--- config.mk ---
export PLATFORM = sky130hd
export DESIGN_NAME = circular_deque_unit
export DESIGN_NICKNAME = d
export VERILOG_FILES = /design/src/hdl/cdq_pkg.sv /design/src/hdl/circular_deque_unit.sv /design/src/hdl/cdq_ram.sv
export SDC_FILE = /design/constraint.sdc
export NUM_CORES = 1
export LEC_CHECK = 0
export ABC_AREA = 1
export BUFFER_PORTS_ARGS = -buffer_cell sky130_fd_sc_hd__buf_2
export CAP_MARGIN = 10
export CORE_ASPECT_RATIO = 0.8
export CORE_MARGIN = 1
export CORE_UTILIZATION = 30
export CTS_CLUSTER_DIAMETER = 200
export CTS_CLUSTER_SIZE = 16
export DETAILED_ROUTE_END_ITERATION = 10
export GPL_TIMING_DRIVEN = 0
export PLACE_DENSITY = 0.43
export SYNTH_ARGS = -nofsm -noshare
export SYNTH_HDL_FRONTEND = slang
export SYNTH_SLANG_ARGS = --single-unit
--- constraint.sdc ---
create_clock -name clock -period 4.6 [get_ports clock]
set_clock_uncertainty 0.05 [all_clocks]
set_input_delay 0.69 -clock clock [delete_from_list [all_inputs] [get_ports clock]]
set_output_delay 0.69 -clock clock [all_outputs]
set_load 0.05 [all_outputs]
--- src/hdl/cdq_pkg.sv ---
// Package with the word types, operation and status codes, and defaults for the deque.
package cdq_pkg;

   localparam int DEPTH_DEFAULT = 16;
   localparam int WORD_WIDTH    = 32;

   typedef enum logic [1:0] {
      KIND_PUSH_BACK  = 2'd0,
      KIND_PUSH_FRONT = 2'd1,
      KIND_POP_FRONT  = 2'd2,
      KIND_POP_BACK   = 2'd3
   } kind_type;

   typedef enum logic [1:0] {
      STATUS_OK    = 2'd0,
      STATUS_FULL  = 2'd1,
      STATUS_EMPTY = 2'd2
   } status_type;

   typedef struct packed {
      kind_type                       kind;
      logic signed [WORD_WIDTH-1:0]   value;
   } req_word_type;

   typedef struct packed {
      logic signed [WORD_WIDTH-1:0]   data;
      status_type                     status;
   } rsp_word_type;

endpackage

--- src/hdl/circular_deque_unit.sv ---
// Top level of the circular double-ended queue of 32-bit words.
//
// A fixed-capacity deque held in one synchronous RAM of DEPTH entries, with head and tail
// indices and an entry count in registers. Each request word asks for a push at the back, a
// push at the front, a pop at the front or a pop at the back, and yields exactly one response
// word with the popped data (zero for pushes and refused pops) and a status of ok, full or
// empty. A refused operation changes nothing. The block takes one request per cycle; its
// response appears in the output register in the cycle after acceptance, through the RAM's
// registered read port. A new request is taken while the response register is empty or its
// word is being taken in the same cycle. No clearing pass is needed after reset.
module circular_deque_unit
   import cdq_pkg::*;
#(
   parameter int DEPTH = DEPTH_DEFAULT
) (
   input  logic         clock,
   input  logic         reset,
   input  logic         req_valid,
   output logic         req_ready,
   input  req_word_type req_word,
   output logic         rsp_valid,
   input  logic         rsp_ready,
   output rsp_word_type rsp_word
);

   localparam int AW = $clog2(DEPTH);
   localparam int CW = $clog2(DEPTH + 1);
   localparam logic [AW-1:0] LAST_INDEX = AW'(DEPTH - 1);
   localparam logic [CW-1:0] FULL_COUNT = CW'(DEPTH);

   logic [AW-1:0] head_ff, head_in;
   logic [AW-1:0] tail_ff, tail_in;
   logic [CW-1:0] count_ff, count_in;
   logic          rsp_valid_ff, rsp_valid_in;
   logic          pop_ok_ff, pop_ok_in;
   status_type    status_ff, status_in;

   logic          accept;
   logic          full;
   logic          empty;
   logic [AW-1:0] head_next, head_prev, tail_next, tail_prev;
   logic          wr_en, rd_en;
   logic [AW-1:0] wr_addr, rd_addr;
   logic [WORD_WIDTH-1:0] rd_data;

   assign req_ready = !rsp_valid_ff || rsp_ready;
   assign accept    = req_valid && req_ready;
   assign full      = (count_ff == FULL_COUNT);
   assign empty     = (count_ff == '0);

   assign head_next = (head_ff == LAST_INDEX) ? '0 : head_ff + AW'(1);
   assign head_prev = (head_ff == '0) ? LAST_INDEX : head_ff - AW'(1);
   assign tail_next = (tail_ff == LAST_INDEX) ? '0 : tail_ff + AW'(1);
   assign tail_prev = (tail_ff == '0) ? LAST_INDEX : tail_ff - AW'(1);

   always_comb begin
      head_in      = head_ff;
      tail_in      = tail_ff;
      count_in     = count_ff;
      rsp_valid_in = rsp_valid_ff && !rsp_ready;
      pop_ok_in    = pop_ok_ff;
      status_in    = status_ff;
      wr_en        = 1'b0;
      wr_addr      = tail_ff;
      rd_en        = 1'b0;
      rd_addr      = head_ff;
      if (accept) begin
         rsp_valid_in = 1'b1;
         pop_ok_in    = 1'b0;
         status_in    = STATUS_OK;
         unique case (req_word.kind)
            KIND_PUSH_BACK: begin
               if (full) begin
                  status_in = STATUS_FULL;
               end else begin
                  wr_en    = 1'b1;
                  wr_addr  = tail_ff;
                  tail_in  = tail_next;
                  count_in = count_ff + CW'(1);
               end
            end
            KIND_PUSH_FRONT: begin
               if (full) begin
                  status_in = STATUS_FULL;
               end else begin
                  wr_en    = 1'b1;
                  wr_addr  = head_prev;
                  head_in  = head_prev;
                  count_in = count_ff + CW'(1);
               end
            end
            KIND_POP_FRONT: begin
               if (empty) begin
                  status_in = STATUS_EMPTY;
               end else begin
                  rd_en     = 1'b1;
                  rd_addr   = head_ff;
                  pop_ok_in = 1'b1;
                  head_in   = head_next;
                  count_in  = count_ff - CW'(1);
               end
            end
            KIND_POP_BACK: begin
               if (empty) begin
                  status_in = STATUS_EMPTY;
               end else begin
                  rd_en     = 1'b1;
                  rd_addr   = tail_prev;
                  pop_ok_in = 1'b1;
                  tail_in   = tail_prev;
                  count_in  = count_ff - CW'(1);
               end
            end
            default: begin
               status_in = STATUS_OK;
            end
         endcase
      end
   end

   always_ff @(posedge clock) begin
      if (reset) begin
         head_ff      <= '0;
         tail_ff      <= '0;
         count_ff     <= '0;
         rsp_valid_ff <= 1'b0;
         pop_ok_ff    <= 1'b0;
         status_ff    <= STATUS_OK;
      end else begin
         head_ff      <= head_in;
         tail_ff      <= tail_in;
         count_ff     <= count_in;
         rsp_valid_ff <= rsp_valid_in;
         pop_ok_ff    <= pop_ok_in;
         status_ff    <= status_in;
      end
   end

   cdq_ram #(
      .WIDTH (WORD_WIDTH),
      .DEPTH (DEPTH)
   ) u_store (
      .clock   (clock),
      .wr_en   (wr_en),
      .wr_addr (wr_addr),
      .wr_data (req_word.value),
      .rd_en   (rd_en),
      .rd_addr (rd_addr),
      .rd_data (rd_data)
   );

   assign rsp_valid       = rsp_valid_ff;
   assign rsp_word.data   = pop_ok_ff ? rd_data : '0;
   assign rsp_word.status = status_ff;

endmodule

--- src/hdl/cdq_ram.sv ---
// Generic single-write, single-read synchronous RAM with a registered read port.
module cdq_ram #(
   parameter int WIDTH = 32,
   parameter int DEPTH = 16
) (
   input  logic                     clock,
   input  logic                     wr_en,
   input  logic [$clog2(DEPTH)-1:0] wr_addr,
   input  logic [WIDTH-1:0]         wr_data,
   input  logic                     rd_en,
   input  logic [$clog2(DEPTH)-1:0] rd_addr,
   output logic [WIDTH-1:0]         rd_data
);

   logic [WIDTH-1:0] mem [DEPTH];
   logic [WIDTH-1:0] rd_data_ff;

   always_ff @(posedge clock) begin
      if (wr_en) begin
         mem[wr_addr] <= wr_data;
      end
      if (rd_en) begin
         rd_data_ff <= mem[rd_addr];
      end
   end

   assign rd_data = rd_data_ff;

endmodule
# ---- Word level (Yosys, flattened, before mapping)
# Memory sizes are Yosys's and may differ from the RTL's. A register that Yosys moved wholly into a read port is not among the register bits.
# Index checks and enable logic that the tools add are counted.
# Widths: inputs -> output; s select.
dict set report totals {
  reg_bits 17
  ramBits 512
  inputBits 38
  wordCells 73
  memories 1
}
dict set report op_classes {
  n_addsub 6
  eq_ne 12
  muxes 32
  n_reduce_logical 16
}
# memory depth word_bits rd rd_ports_with_merged_regs wr line_no
set memory_table {}
lappend memory_table {u_store.mem 16 32 1 1 1 cdq_ram.sv:15} ;# logic [WIDTH-1:0] mem [DEPTH];
# cell n
set op_table {}
lappend op_table {{$mux 4} 14}
lappend op_table {{$mux 32} 1}
lappend op_table {{$pmux 4 s2} 2}
lappend op_table {{$ne 2x2->1 const B} 6}
lappend op_table {{$mux 1} 10}
lappend op_table {{$mux 5} 2}
lappend op_table {{$pmux 5 s2} 1}
lappend op_table {{$add 4x1->4 const B} 2}
lappend op_table {{$eq 4x4->1 const B} 2}
lappend op_table {{$logic_not 4->1} 2}
lappend op_table {{$reduce_and 4->1} 2}
lappend op_table {{$sub 4x1->4 const B} 2}
lappend op_table {{$add 5x1->5 const B} 1}
lappend op_table {{$eq 5x5->1 const B} 1}
lappend op_table {{$logic_not 5->1} 1}
lappend op_table {{$sub 5x1->5 const B} 1}
lappend op_table {{$eq 2x2->1 const B} 2}
lappend op_table {{$pmux 2 s2} 1}
lappend op_table {{$reduce_bool 2->1} 2}
lappend op_table {{$reduce_or 2->1} 2}
lappend op_table {{$reduce_and 3->1} 1}
lappend op_table {{$eq 2x1->1 const B} 1}
lappend op_table {{$logic_and 1x1->1} 2}
lappend op_table {{$logic_not 1->1} 2}
lappend op_table {{other kinds (3)} 3}

# ---- Longest topological paths before layout
dict set report depth {
  ltp_word 6
  mapped_depth 13
  depth_no_buf 12
}

# ---- Hierarchy
# Synthesis repeated with hierarchy kept, for this count alone.
dict set report unflattened {
  cells_unflattened 2395
  area_unflattened_um2 24689.9
}
# module instances cells_each area_each_um2
set by_module_without_submodules {}
lappend by_module_without_submodules {cdq_ram 1 2120 23050.9}
lappend by_module_without_submodules {circular_deque_unit 1 275 1639.1}

# ---- Least setup slack after synthesis
# Ideal clock, no wire load.
dict set report synth_timing {
  kind {input to register}
  startpoint {input port req_valid}
  endpoint {memory u_store.mem[4][0], enable pin}
  t_arrival_ns 3.149
  t_required_ns 4.129
  path_slack_ns 0.980
  stages 8
  cell_sequence {inv_1 > a21oi_4 > nand2_1 > nor2_1 > inv_1 > o21ai_0 > nand3_1 > nor2_1}
}
dict set report synth_between {
  elab_chain_cells 4
  elab_cells_between_ends 5
  classes_between {mux: 4; reduce/logical: 1}
}
# item line_no
set synth_lines {}
lappend synth_lines {{start, declared} circular_deque_unit.sv:18} ;# input logic req_valid,
lappend synth_lines {{$logic_and 1x1->1 (*)} circular_deque_unit.sv:47} ;# assign accept = req_valid && req_ready;
lappend synth_lines {{$mux 1} circular_deque_unit.sv:67} ;# if (accept) begin
lappend synth_lines {{$mux 1} cdq_ram.sv:19} ;# if (wr_en) begin
lappend synth_lines {{$mux 1 (not written as such)} cdq_ram.sv:20} ;# mem[wr_addr] <= wr_data;
lappend synth_lines {{end, declared} cdq_ram.sv:15}
# Every way passes the cells marked *; elsewhere a longest branch is shown, timed or not.

# ---- Worst setup path after layout
dict set report layout_timing {
  startpoint {register tail_ff[0]}
  endpoint {register u_store.rd_data_ff[15] (netlist: u_store.rd_data[15]) (read register of u_store.mem), data pin}
}
dict set report layout_between {
  elab_chain_cells 5
  elab_cells_between_ends 6
  classes_between {add/sub: 1; mux: 4; reduce/logical: 1}
}
# item line_no
set layout_lines {}
lappend layout_lines {{start, declared} circular_deque_unit.sv:32} ;# logic [AW-1:0] tail_ff, tail_in;
lappend layout_lines {{start signal, assigned} circular_deque_unit.sv:131} ;# tail_ff <= tail_in;
lappend layout_lines {{$sub 4x1->4 or $logic_not 4->1 (tied branches)} circular_deque_unit.sv:54} ;# assign tail_prev = (tail_ff == '0) ? LAST_INDEX : tail_ff - AW'(1);
lappend layout_lines {{$mux 4 (*)} circular_deque_unit.sv:54}
lappend layout_lines {{$mux 4 (*)} circular_deque_unit.sv:104} ;# if (empty) begin
lappend layout_lines {{$mux 4 (*)} --}
lappend layout_lines {{$mux 4 (*)} circular_deque_unit.sv:67}
lappend layout_lines {{end, declared} cdq_ram.sv:16} ;# logic [WIDTH-1:0] rd_data_ff;
# Marks and branches as above.
# A chain may end at the register's enable or synchronous reset.

==> impl_metrics.json <==
{
  "path_depth": 13,
  "design_power_total_mw": 11.2,
  "cts_tree": "yes",
  "post_synth_and_or_nand_nor_area_fraction_pct": 21.0,
  "max_freq_mhz": 260,
  "cp-startpoint": "tail_ff[0]",
  "critPathMaxFanout": 10,
  "r2r_slack_ns": 0.75,
  "ff2ff_path_depth": 13,
  "postCtsSetupBuffers": 0,
  "placement_rows": 94,
  "start_util_pct": 30.4,
  "ys_async_sr_fraction_pct": 0,
  "hold_start": "reset",
  "cp_slowest_stage_delay_ns": 0.79,
  "core_area_mm2": 0.0823,
  "power_leakage_nw": 11.8,
  "netlist_area_mm2": 0.0250,
  "critPathArrivalTime_ns": 4.14,
  "post_synth_inst_count": 2394,
  "die_y_um": 260,
  "maxCapViolations": 0,
  "worst_setup_path_end_kind": "flip-flop",
  "run_status": "finished, final reports clean",
  "final-max-slew-violation-count": 0,
  "antenna_cells_inserted": 0,
  "synth-compound-area-share_pct": 1.17,
  "final_min_period_over_clock_period_pct": 83.7,
  "post_synth_mux_area_share_pct": 0,
  "synth-edff-count": 544,
  "worst-slew-pin-transition_ns": 1.11,
  "cts.root.buffer_cell": "clkbuf_16",
  "path_delay_family": "simple AND/OR/NAND/NOR gates",
  "synth_area_in_adders_pct": 0.431,
  "global_route_wire_length_before_repair_mm": 121,
  "synth.ff_latch_count": 561,
  "cts.sinks": 561,
  "crit_top_cell": "nand2_1",
  "dr_total_vias": 17500,
  "synth.avg_cell_area_um2": 10.4,
  "combinational_family_with_the_most_area_after_synthesis": "simple AND/OR/NAND/NOR gates",
  "antenna_violating_nets_post_route": 0,
  "cts-resized-gates": 0,
  "placement.setup.worst_slack_ns": 0.794,
  "final_util_pct": 34.4,
  "clock_tree.htree_level_count": 2,
  "vias_in_the_first_global_route": 16700,
  "holdCritPathClass": "in -> reg",
  "criticalPathCategory": "reg -> reg",
  "grt_use_total_pct": 20.0,
  "place_hpwl_mm": 57.3,
  "drcViolationCount": 0,
  "crit_chain": "inv_1 -> ha_1 -> nand2_1 -> nand2_1 -> inv_1 -> nand4_1 -> nand2_1 -> buf_2 -> nand2_1 -> nand3_1 -> nand3_1 -> nand3_1 -> nand2_1",
  "worst_hold_path.num_cells": 2,
  "finalWirelength_mm": 84.7,
  "placed_cell_area_mm2": 0.0272,
  "design_area_mm2": 0.0283,
  "grt.overflow.total": 0,
  "clkSlewWorstSetupHoldPaths_ns": 0.09,
  "syn2layout_area_growth_pct": 13.3,
  "post_route_cells_drive_above_1_share_pct": 10.3,
  "yosysWarnings": 0,
  "insertion_delay_ns": 0.60,
  "timing.critical_path.required_ns": 4.89,
  "pin_count": 74,
  "antenna_violations_before_repair": 0,
  "die_area_mm2": 0.0845,
  "period_minus_slack_ns": 3.85,
  "nNetsFinal": 2573,
  "viasPerCell": 4.80,
  "rsz0062_at_grt": "no",
  "buffer_ports.inserted": 72,
  "yosysSeqAreaShare_pct": 66.7,
  "width_of_the_die_um": 325,
  "post_drt_wl_per_cell_um": 23.3,
  "first_iter_violations": 1722,
  "pin_count_of_the_biggest_net_entering_global_routing": 21,
  "timing.critical_path.buf_inv": 3,
  "gpl.final_weighted_congestion": 0.827,
  "power_per_cell_area_mw_per_mm2": 397,
  "first_pass_iters": 7,
  "crit-reg2reg-launch": "tail_ff[0]",
  "maxSlewHeadroom_pct": 25.7,
  "synth-xor-area-share_pct": 0.245,
  "synth_flop_cell": "edfxtp_1",
  "vdd.ir_drop.worst_uv": 235,
  "filler_cell_count": 8311,
  "yosysUniqueCellTypes": 29,
  "crit_path_start_kind": "flip-flop",
  "number_of_buffers_inserted_during_clock_tree_synthesis": 41,
  "timing.final.ws_setup_ns": 0.751,
  "r2r-end": "u_store.rd_data[15]",
  "setup_viol": 0,
  "cts_buffer_depth": 3,
  "hold_buffers": 0,
  "crit_path_top_delay_cell": "nand2_1",
  "net_count_after_synthesis": 2440,
  "worstHoldEndpoint": "pop_ok_ff",
  "hold_violation_count_in_the_final_report": 0
}
cells by family after synthesis:
kind of cell | Yosys count
simple gates | 1117
buf+inv | 647
flops | 561
compound gates | 54
fa+ha+maj | 8
xor+xnor | 7
cell usage after synthesis, types with 2 or more instances:
library cell  instances  area share, %
a21oi_1              17           0.34
buf_1                 5          0.075
buf_2                81            1.6
buf_4                19           0.57
clkbuf_1             27           0.41
dfxtp_1              17            1.4
edfxtp_1            544             65
ha_1                  7           0.35
inv_1               512            7.7
inv_2                 3          0.045
nand2_1             391            5.9
nand2_2               4           0.10
nand3_1             620             12
nand3b_1             64            1.9
nand4_1               3          0.075
nor2_1               30           0.45
nor3_1                3          0.060
o211ai_1              2          0.060
o21ai_0              27           0.54
o21ai_1               4          0.080
xnor2_1               2          0.070
xor2_1                5           0.18
flip-flops by register name (all words and copies together), names as in the netlist:
signal,cells
status_ff,2
u_store.rd_data,32
head_ff,4
u_store.mem,512
rsp_valid,1
count_ff,5
tail_ff,4
pop_ok_ff,1
cell type report:
cell class | instances | area [um^2] | area share, %
Buffer | 132 | 668 | 2.36
Clock buffer | 49 | 1080 | 3.80
Clock inverter | 2 | 32.5 | 0.115
Inverter | 515 | 1930 | 6.83
Multi-Input combinational cell | 1186 | 5830 | 20.6
Sequential cell | 561 | 16700 | 58.9
Tap cell | 1104 | 1380 | 4.88
Timing Repair Buffer | 90 | 716 | 2.53
worst reg2reg max path: stages, from the launching register on:
cell and delay [ns]:
dfxtp_1 0.44, inv_1 0.13, ha_1 0.26, nand2_1 0.09, nand2_1 0.11, inv_1 0.08
nand4_1 0.63, nand2_1 0.79, buf_2 0.44, nand2_1 0.11, nand3_1 0.08, nand3_1 0.07
nand3_1 0.20, nand2_1 0.11
metal layers:
layer  vias up  track usage [%]  wire, um
li1       8149                -         -
met1      8667             29.8     41200
met2       557             30.8     37200
met3        83             2.62      4880
met4         0             4.30      1480
met5         -                0         0
metrics by stage:
step / hold slack [ns] / setup TNS (ns) / instances
final: 0.265 / 0 / 3639
after global routing: 0.273 / 0 / 3639
after CTS: 0.251 / 0 / 3639
after detailed placement: 0.471 / 0 / 3588
after global placement: 0.460 / -649.39 / 3570
after floorplan: 0.428 / 0 / 2394
cells in the final DEF (no fill, tap or decap), drive strengths merged:
master,instances
a31oi,1
nor3,3
o21ai,31
inv,516
nand3,622
a211oi,1
nor2,30
fa,1
nand4,3
nand2,395
a22oi,1
a21oi,18
nand3b,64
edfxtp,544
dfxtp,17
o211ai,2
buf,195
ha,7
xor2,5
xnor2,2
clkbuf,76
clkinv,1
worst max-delay path by stage:
stage	endpoint	slack [ns]
6_report	u_store.rd_data[15]	0.75
5_1_grt	u_store.rd_data[15]	0.69
4_1_cts	rsp_word[18]	0.91
3_5_place_dp	u_store.rd_data[15]	0.79
3_3_place_gp	u_store.mem[9][11]	-1.48
2_1_floorplan	u_store.mem[4][0]	0.98
where the power goes:
| part | leakage, nW | internal [mW] | switching [mW] |
|---|---|---|---|
| clock network | 0.540 | 1.66 | 1.81 |
| logic | 6.20 | 0.504 | 1.50 |
| registers | 5.05 | 5.74 | 0.0365 |
| total | 11.8 | 7.90 | 3.35 |
No activity file was read; power rests on OpenSTA's default activity.
